[config.mk]
export PLATFORM = sky130hd
export DESIGN_NAME = base57_uuid_encoder
export DESIGN_NICKNAME = d
export VERILOG_FILES = /design/src/sv/b57_pkg.sv /design/src/sv/b57_cell.sv /design/src/sv/base57_uuid_encoder.sv
export SDC_FILE = /design/constraint.sdc
export NUM_CORES = 1
export LEC_CHECK = 0
export BUFFER_PORTS_ARGS = -buffer_cell sky130_fd_sc_hd__buf_2
export CORE_ASPECT_RATIO = 0.75
export CORE_UTILIZATION = 65
export DETAILED_ROUTE_END_ITERATION = 8
export MAX_ROUTING_LAYER = met4
export PLACE_DENSITY = 0.82
export SKIP_CTS_REPAIR_TIMING = 1
export SYNTH_ARGS = -nofsm -noshare
export SYNTH_HDL_FRONTEND = slang
export SYNTH_SLANG_ARGS = --single-unit
[constraint.sdc]
create_clock -name clk -period 12 [get_ports clk]
set_clock_uncertainty 0.2 [all_clocks]
set_input_delay 3.6 -clock clk [delete_from_list [all_inputs] [get_ports clk]]
set_output_delay 3.6 -clock clk [all_outputs]
set_load 0.005 [all_outputs]
[src/sv/b57_pkg.sv]
package b57_pkg;

    localparam int unsigned VALUE_WIDTH    = 128;
    localparam int unsigned HALF_WIDTH     = 64;
    localparam int unsigned RADIX          = 57;
    localparam int unsigned MAX_DIGITS     = 22;
    localparam int unsigned DIGIT_WIDTH    = 6;
    localparam int unsigned ACC_WIDTH      = 7;
    localparam int unsigned SYMBOL_WIDTH   = 7;
    localparam int unsigned POSITION_WIDTH = 5;
    localparam int unsigned OUT_DATA_WIDTH = 16;

    localparam logic [8*RADIX-1:0] ALPHABET_STR =
        "23456789ABCDEFGHJKLMNPQRSTUVWXYZabcdefghijkmnopqrstuvwxyz";

    typedef enum logic [1:0] {
        ST_IDLE,
        ST_CONVERT,
        ST_EMIT
    } state_t;

    // one doubling step travels from cell to cell with its carry
    typedef struct packed {
        logic step;
        logic carry;
    } cell_link_t;

    function automatic logic [SYMBOL_WIDTH-1:0] symbol_of(input logic [DIGIT_WIDTH-1:0] d);
        logic [SYMBOL_WIDTH-1:0] sym;
        sym = ALPHABET_STR[8*(RADIX-1) +: SYMBOL_WIDTH];
        if (d < DIGIT_WIDTH'(RADIX))
        begin
            sym = ALPHABET_STR[8*(int'(RADIX) - 1 - int'(d)) +: SYMBOL_WIDTH];
        end
        return sym;
    endfunction

endpackage

[src/sv/b57_cell.sv]
module b57_cell (
    input  logic                                  clk,
    input  logic                                  rst_n,
    input  logic                                  clear,
    input  logic                                  shift,
    input  b57_pkg::cell_link_t                   link_in,
    input  logic [b57_pkg::DIGIT_WIDTH-1:0]       digit_in,
    output b57_pkg::cell_link_t                   link_out,
    output logic [b57_pkg::DIGIT_WIDTH-1:0]       digit
);

    logic [b57_pkg::DIGIT_WIDTH-1:0] digit_reg;
    logic [b57_pkg::DIGIT_WIDTH-1:0] digit_next;
    b57_pkg::cell_link_t             link_reg;
    b57_pkg::cell_link_t             link_next;
    logic [b57_pkg::ACC_WIDTH-1:0]   acc;
    logic                            wrap;

    // digit times two plus incoming carry, reduced mod 57
    assign acc  = {digit_reg, link_in.carry};
    assign wrap = (acc >= b57_pkg::ACC_WIDTH'(b57_pkg::RADIX));

    always_comb
    begin
        digit_next = digit_reg;
        link_next  = '0;
        priority if (clear)
        begin
            digit_next = '0;
        end
        else if (shift)
        begin
            digit_next = digit_in;
        end
        else if (link_in.step)
        begin
            link_next.step  = 1'b1;
            link_next.carry = wrap;
            if (wrap)
            begin
                digit_next = b57_pkg::DIGIT_WIDTH'(acc - b57_pkg::ACC_WIDTH'(b57_pkg::RADIX));
            end
            else
            begin
                digit_next = acc[b57_pkg::DIGIT_WIDTH-1:0];
            end
        end
        else
        begin
            digit_next = digit_reg;
        end
    end

    always_ff @(posedge clk)
    begin
        digit_reg <= digit_next;
    end

    always_ff @(posedge clk or negedge rst_n)
    begin
        if (!rst_n)
        begin
            link_reg <= '0;
        end
        else
        begin
            link_reg <= link_next;
        end
    end

    assign link_out = link_reg;
    assign digit    = digit_reg;

endmodule

[src/sv/base57_uuid_encoder.sv]
// channel  | dir | handshake         | payload
// s        | in  | s_tvalid/s_tready | s_tdata: value_high[63:0], value_low[127:64]
// m        | out | m_tvalid/m_tready | m_tdata: symbol[6:0], position[11:7]; m_tlast
//
// in conversion the value enters msb first, one bit a cycle, and each doubling step ripples
// one cell per cycle; then DIGIT_COUNT output transfers follow, one a cycle while m_tready is high
// a new item is taken only when the chain is idle
// reset clears the control state; cell digits are cleared by each accepted input transfer
// m_tready low holds the output register and pauses the shift of digits out of the chain
module base57_uuid_encoder #(
    parameter int DIGIT_COUNT = 22
) (
    input  logic        clk,
    input  logic        rst_n,
    input  logic        s_tvalid,
    output logic        s_tready,
    input  logic [127:0] s_tdata,   // value_high[63:0], value_low[127:64]
    output logic        m_tvalid,
    input  logic        m_tready,
    output logic [15:0] m_tdata,    // symbol[6:0], position[11:7], zero[15:12]
    output logic        m_tlast
);

    // digit count held to what the chain supports, 1 to 22
    localparam int NUM_DIGITS  = (DIGIT_COUNT < 1) ? 1 :
                                 (DIGIT_COUNT > int'(b57_pkg::MAX_DIGITS)) ?
                                 int'(b57_pkg::MAX_DIGITS) : DIGIT_COUNT;
    localparam int CONV_CYCLES = b57_pkg::VALUE_WIDTH + NUM_DIGITS - 1;
    localparam int CNT_W       = $clog2(CONV_CYCLES + 1);
    localparam int POS_W       = b57_pkg::POSITION_WIDTH;
    localparam int SYM_W       = b57_pkg::SYMBOL_WIDTH;
    localparam int DIG_W       = b57_pkg::DIGIT_WIDTH;

    b57_pkg::state_t                     state_reg, state_next;
    logic [b57_pkg::VALUE_WIDTH-1:0]     value_reg, value_next;
    logic [CNT_W-1:0]                    conv_cnt_reg, conv_cnt_next;
    logic [POS_W-1:0]                    emit_cnt_reg, emit_cnt_next;
    logic                                out_valid_reg, out_valid_next;
    logic [SYM_W-1:0]                    symbol_reg, symbol_next;
    logic [POS_W-1:0]                    position_reg, position_next;
    logic                                last_reg, last_next;

    logic                                in_fire;
    logic                                out_free;
    logic                                load_out;
    logic                                cell_clear;
    logic                                cell_shift;
    logic                                emit_done;

    b57_pkg::cell_link_t                 chain_link [0:NUM_DIGITS];
    logic [DIG_W-1:0]                    cell_digit [0:NUM_DIGITS-1];

    assign s_tready   = (state_reg == b57_pkg::ST_IDLE);
    assign in_fire    = s_tvalid && s_tready;
    assign out_free   = !out_valid_reg || m_tready;
    assign cell_clear = in_fire;
    assign emit_done  = (emit_cnt_reg == POS_W'(NUM_DIGITS - 1));

    // bits feed cell 0 only until all 128 value bits have entered
    assign chain_link[0].step  = (state_reg == b57_pkg::ST_CONVERT) &&
                                 (conv_cnt_reg < CNT_W'(b57_pkg::VALUE_WIDTH));
    assign chain_link[0].carry = value_reg[b57_pkg::VALUE_WIDTH-1];

    genvar k;
    generate
        for (k = 0; k < NUM_DIGITS; k++)
        begin : g_cell
            logic [DIG_W-1:0] neighbor_digit;
            if (k == 0)
            begin : g_first
                assign neighbor_digit = '0;
            end
            else
            begin : g_rest
                assign neighbor_digit = cell_digit[k-1];
            end

            b57_cell u_cell (
                .clk      (clk),
                .rst_n    (rst_n),
                .clear    (cell_clear),
                .shift    (cell_shift),
                .link_in  (chain_link[k]),
                .digit_in (neighbor_digit),
                .link_out (chain_link[k+1]),
                .digit    (cell_digit[k])
            );
        end
    endgenerate

    always_comb
    begin
        state_next    = state_reg;
        value_next    = value_reg;
        conv_cnt_next = conv_cnt_reg;
        emit_cnt_next = emit_cnt_reg;
        load_out      = 1'b0;
        cell_shift    = 1'b0;
        unique case (state_reg)
            b57_pkg::ST_IDLE:
            begin
                if (in_fire)
                begin
                    state_next    = b57_pkg::ST_CONVERT;
                    value_next    = {s_tdata[b57_pkg::HALF_WIDTH-1:0],
                                     s_tdata[b57_pkg::VALUE_WIDTH-1:b57_pkg::HALF_WIDTH]};
                    conv_cnt_next = '0;
                end
            end
            b57_pkg::ST_CONVERT:
            begin
                value_next    = {value_reg[b57_pkg::VALUE_WIDTH-2:0], 1'b0};
                conv_cnt_next = CNT_W'(conv_cnt_reg + 1'b1);
                if (conv_cnt_reg == CNT_W'(CONV_CYCLES - 1))
                begin
                    state_next    = b57_pkg::ST_EMIT;
                    emit_cnt_next = '0;
                end
            end
            b57_pkg::ST_EMIT:
            begin
                if (out_free)
                begin
                    load_out      = 1'b1;
                    cell_shift    = 1'b1;
                    emit_cnt_next = POS_W'(emit_cnt_reg + 1'b1);
                    if (emit_done)
                    begin
                        state_next = b57_pkg::ST_IDLE;
                    end
                end
            end
            default:
            begin
                state_next = b57_pkg::ST_IDLE;
            end
        endcase
    end

    // most significant digit sits in the far end of the chain
    always_comb
    begin
        out_valid_next = out_valid_reg && !m_tready;
        symbol_next    = symbol_reg;
        position_next  = position_reg;
        last_next      = last_reg;
        if (load_out)
        begin
            out_valid_next = 1'b1;
            symbol_next    = b57_pkg::symbol_of(cell_digit[NUM_DIGITS-1]);
            position_next  = emit_cnt_reg;
            last_next      = emit_done;
        end
    end

    always_ff @(posedge clk or negedge rst_n)
    begin
        if (!rst_n)
        begin
            state_reg     <= b57_pkg::ST_IDLE;
            conv_cnt_reg  <= '0;
            emit_cnt_reg  <= '0;
            out_valid_reg <= 1'b0;
        end
        else
        begin
            state_reg     <= state_next;
            conv_cnt_reg  <= conv_cnt_next;
            emit_cnt_reg  <= emit_cnt_next;
            out_valid_reg <= out_valid_next;
        end
    end

    always_ff @(posedge clk)
    begin
        value_reg    <= value_next;
        symbol_reg   <= symbol_next;
        position_reg <= position_next;
        last_reg     <= last_next;
    end

    assign m_tvalid = out_valid_reg;
    assign m_tdata  = {(b57_pkg::OUT_DATA_WIDTH - SYM_W - POS_W)'(0), position_reg, symbol_reg};
    assign m_tlast  = last_reg;

    // a full 22-digit chain holds any 128-bit value, so the top cell never overflows
    a_no_overflow: assert property (@(posedge clk) disable iff (!rst_n)
        (NUM_DIGITS == b57_pkg::MAX_DIGITS) |-> !chain_link[NUM_DIGITS].carry)
        else $error("carry out of the top cell");

    // every doubling step has reached the last cell before digits shift out
    a_steps_done: assert property (@(posedge clk) disable iff (!rst_n)
        (state_reg == b57_pkg::ST_EMIT) |-> !chain_link[NUM_DIGITS-1].step)
        else $error("doubling step still in flight during output");

    // characters of one string leave with consecutive positions
    a_position_seq: assert property (@(posedge clk) disable iff (!rst_n)
        (m_tvalid && m_tready && !m_tlast) |=>
        (m_tvalid && (m_tdata[11:7] == POS_W'($past(m_tdata[11:7]) + 1'b1))))
        else $error("position does not advance by one");

endmodule

==> out/qor.yml <==
status: "finished, final reports clean"
ant_nets: 0
synth_top_family_by_area: "simple AND/OR/NAND/NOR gates"
grt_pass1_vias: 13300
slew_viol_final: 0
whs_path_depth: 2
ys_warn_count: 0
nets: 2228
cp.required_ps: 12220
ys.flop_type: "edfxtp_1"
cp.arrival_ps: 6850
ys_seq_area_share_pct: 47.7
critPathLaunchType: "primary input"
io_pins: 151
drive_gt1_share_pct: 11.5
fmax_ghz: 0.151
regToRegSetupSlack_ps: 8150
dr.pass1.iters: 4
criticalPathCategory: "primary input to register"
cts_tree: "yes"
total_power_w: 0.00430
fillerInstances: 1934
min_period_over_period_pct: 55.2
worstPathMaxFanout: 100
end_kind: "register"
hp-start: "g_cell[18].u_cell.digit[5]$_SDFFE_PP0P_"
cts_sinks: 331
grt_overflow: 0
post-route-drc-count: 0
routabilityCongestion: 0.890
finalWirelength_um: 39500
drv_cap: 0
synth.area.mux_share_pct: 2.76
drt_first_iter_violations: 1097
p_leak_nw: 8.12
synth-compound-area-share_pct: 16.8
wl_per_cell_um: 16.3
syn-mean-instance-area_um2: 8.87
reg2reg_depth: 10
largest_reg_flops: 132
post-route-min-period_ps: 6630
grt_usage_pct: 29.7
clkSlewWorstSetupHoldPaths_ps: 60
root_buffer: "clkbuf_16"
worst_pin_slew_ps: 1020
slew_headroom_pct: 31.8
hold_end: "g_cell[18].u_cell.digit[5]$_SDFFE_PP0P_"
hpwl_um: 24700
ys_async_sr_fraction_pct: 17.5
htree_levels: 2
dieHeight_um: 144
numCtsBuffers: 34
post_drt_via_cell_ratio: 5.98
synthDistinctLibCells: 77
finalSetupViolations: 0
io_buffers: 146
initial_utilization_pct: 66.8
multi_input_area_um2: 8360
dieArea_um2: 27500
synth-edff-count: 141
synth_adder_area_share_pct: 3.58
hp-class: "register to register"
hold_viol_final: 0
antenna_found_initial: 2
p_per_area_nw_per_um2: 222
seq_area_um2: 8330
vias: 14500
reg2reg_to: "symbol_reg[2]$_SDFFCE_PP0P_"
grt_max_degree: 101
area_delta_synth_final_pct: 10.8
grt_pass1_wl_um: 65600
yosys.area_share.xor_xnor_pct: 4.65
clk_path_buf_depth: 3
ir_drop_mv: 0.122
ys_ff_latch: 331
core_um2: 26200
grt_setup_unrepaired: "false"
fp.dieW_um: 191
synthSimpleGateAreaFrac_pct: 19.8
hold_ws_ps: 272
clock_latency_ps: 510
tns_ps: 0
synthCells: 1969
synth_area_um2: 17500
rows: 51
rr_startpoint: "g_cell[21].u_cell.digit[0]$_SDFFE_PP0P_"
## cells by family (layout without fill, tap and decap cells)
logic type | count (synthesis) | in the layout
and+or+nand+nor | 764 | 764
xor gates and xnor gates | 91 | 91
AOI/OAI and AO/OA | 480 | 480
adders and majority gates | 50 | 50
buffers and inverters | 204 | 302
muxes | 48 | 48
other | 1 | 6
DFF | 331 | 331
## critical path: stages
cell	delay, ps
buf_2	90
nand2b_1	170
nand3b_1	100
buf_4	730
inv_4	560
nor2_2	650
buf_4	410
nand2_1	220
o22ai_1	200
## how the worst max path moves through the flow
| stage | slack (ps) | endpoint | depth (start not counted) | startpoint |
|---|---|---|---|---|
| 5_1_grt | 5170 | g_cell[17].u_cell.digit[4]$_SDFFE_PP0P_ | 9 | m_tready |
| 6_report | 5370 | g_cell[17].u_cell.digit[4]$_SDFFE_PP0P_ | 9 | m_tready |
| 3_3_place_gp | 5050 | g_cell[17].u_cell.digit[4]$_SDFFE_PP0P_ | 9 | m_tready |
| 4_1_cts | 5480 | g_cell[17].u_cell.digit[4]$_SDFFE_PP0P_ | 9 | m_tready |
| 2_1_floorplan | 4480 | conv_cnt_reg[2]$_DFFE_PN0P_ | 6 | s_tvalid |
| 3_5_place_dp | 4960 | g_cell[17].u_cell.digit[4]$_SDFFE_PP0P_ | 9 | m_tready |
## cells in the mapped netlist, types with 50 or more instances
library cell | n | area share [%]
inv_1 | 81 | 1.7
dfxtp_1 | 132 | 15
dfrtp_1 | 58 | 8.3
o22ai_1 | 64 | 2.3
nand2_1 | 489 | 11
nor2_1 | 66 | 1.4
o21ai_0 | 127 | 3.6
ha_1 | 50 | 3.6
edfxtp_1 | 141 | 24
clkbuf_1 | 85 | 1.8
nor3b_1 | 60 | 2.6
a21oi_1 | 159 | 4.6
## report_power, final
part	total (W)	internal, W	switching, W
Clock	0.00105	0.000616	0.000431
Combinational	0.00152	0.000597	0.000918
Sequential	0.00174	0.00146	0.000280
Total	0.00430	0.00267	0.00163
## metal layers
layer	part of all wire, %	up-vias	GRT usage, %
met4	1.4	0	6.31
met3	7.1	56	4.68
li1	-	7070	-
met5	0	-	-
met1	47	6814	42.7
met2	45	515	44.7
## layout make-up
type                            instances  area share [%]
Antenna cell                            2          0.0259
Clock buffer                           51            5.12
Clock inverter                          9           0.524
Inverter                               83            1.62
Multi-Input combinational cell       1437            43.2
Sequential cell                       331            43.0
Tap cell                              344            2.22
Timing Repair Buffer                  159            4.28
## metrics by stage
stage	worst slack [ps]	util, %	std cells	cell area, µm²
floorplan	4480	-	1972	17500
global placement	5050	69.8	2354	18300
detailed placement	4960	69.8	2354	18300
CTS	5480	74.0	2414	19300
global route	5170	74.0	2416	19400
finish	5370	74.0	2416	19400
## cells in the final DEF (no fill, tap or decap), types with 14 or more instances in the layout
master     instances
nand2_1          486
a21oi_1          159
buf_2            146
edfxtp_1         141
dfxtp_1          132
o21ai_0          127
inv_1             81
nor2_1            66
o22ai_1           64
nor3b_1           60
dfrtp_1           58
ha_1              50
xnor2_1           49
mux2i_1           46
xor2_1            40
clkbuf_16         35
nand3_1           26
a31oi_1           26
nor3_1            25
nand2b_1          21
and3_1            18
o31ai_1           16
nand3b_1          14
Note: power is estimated with default switching activity, not from simulation.
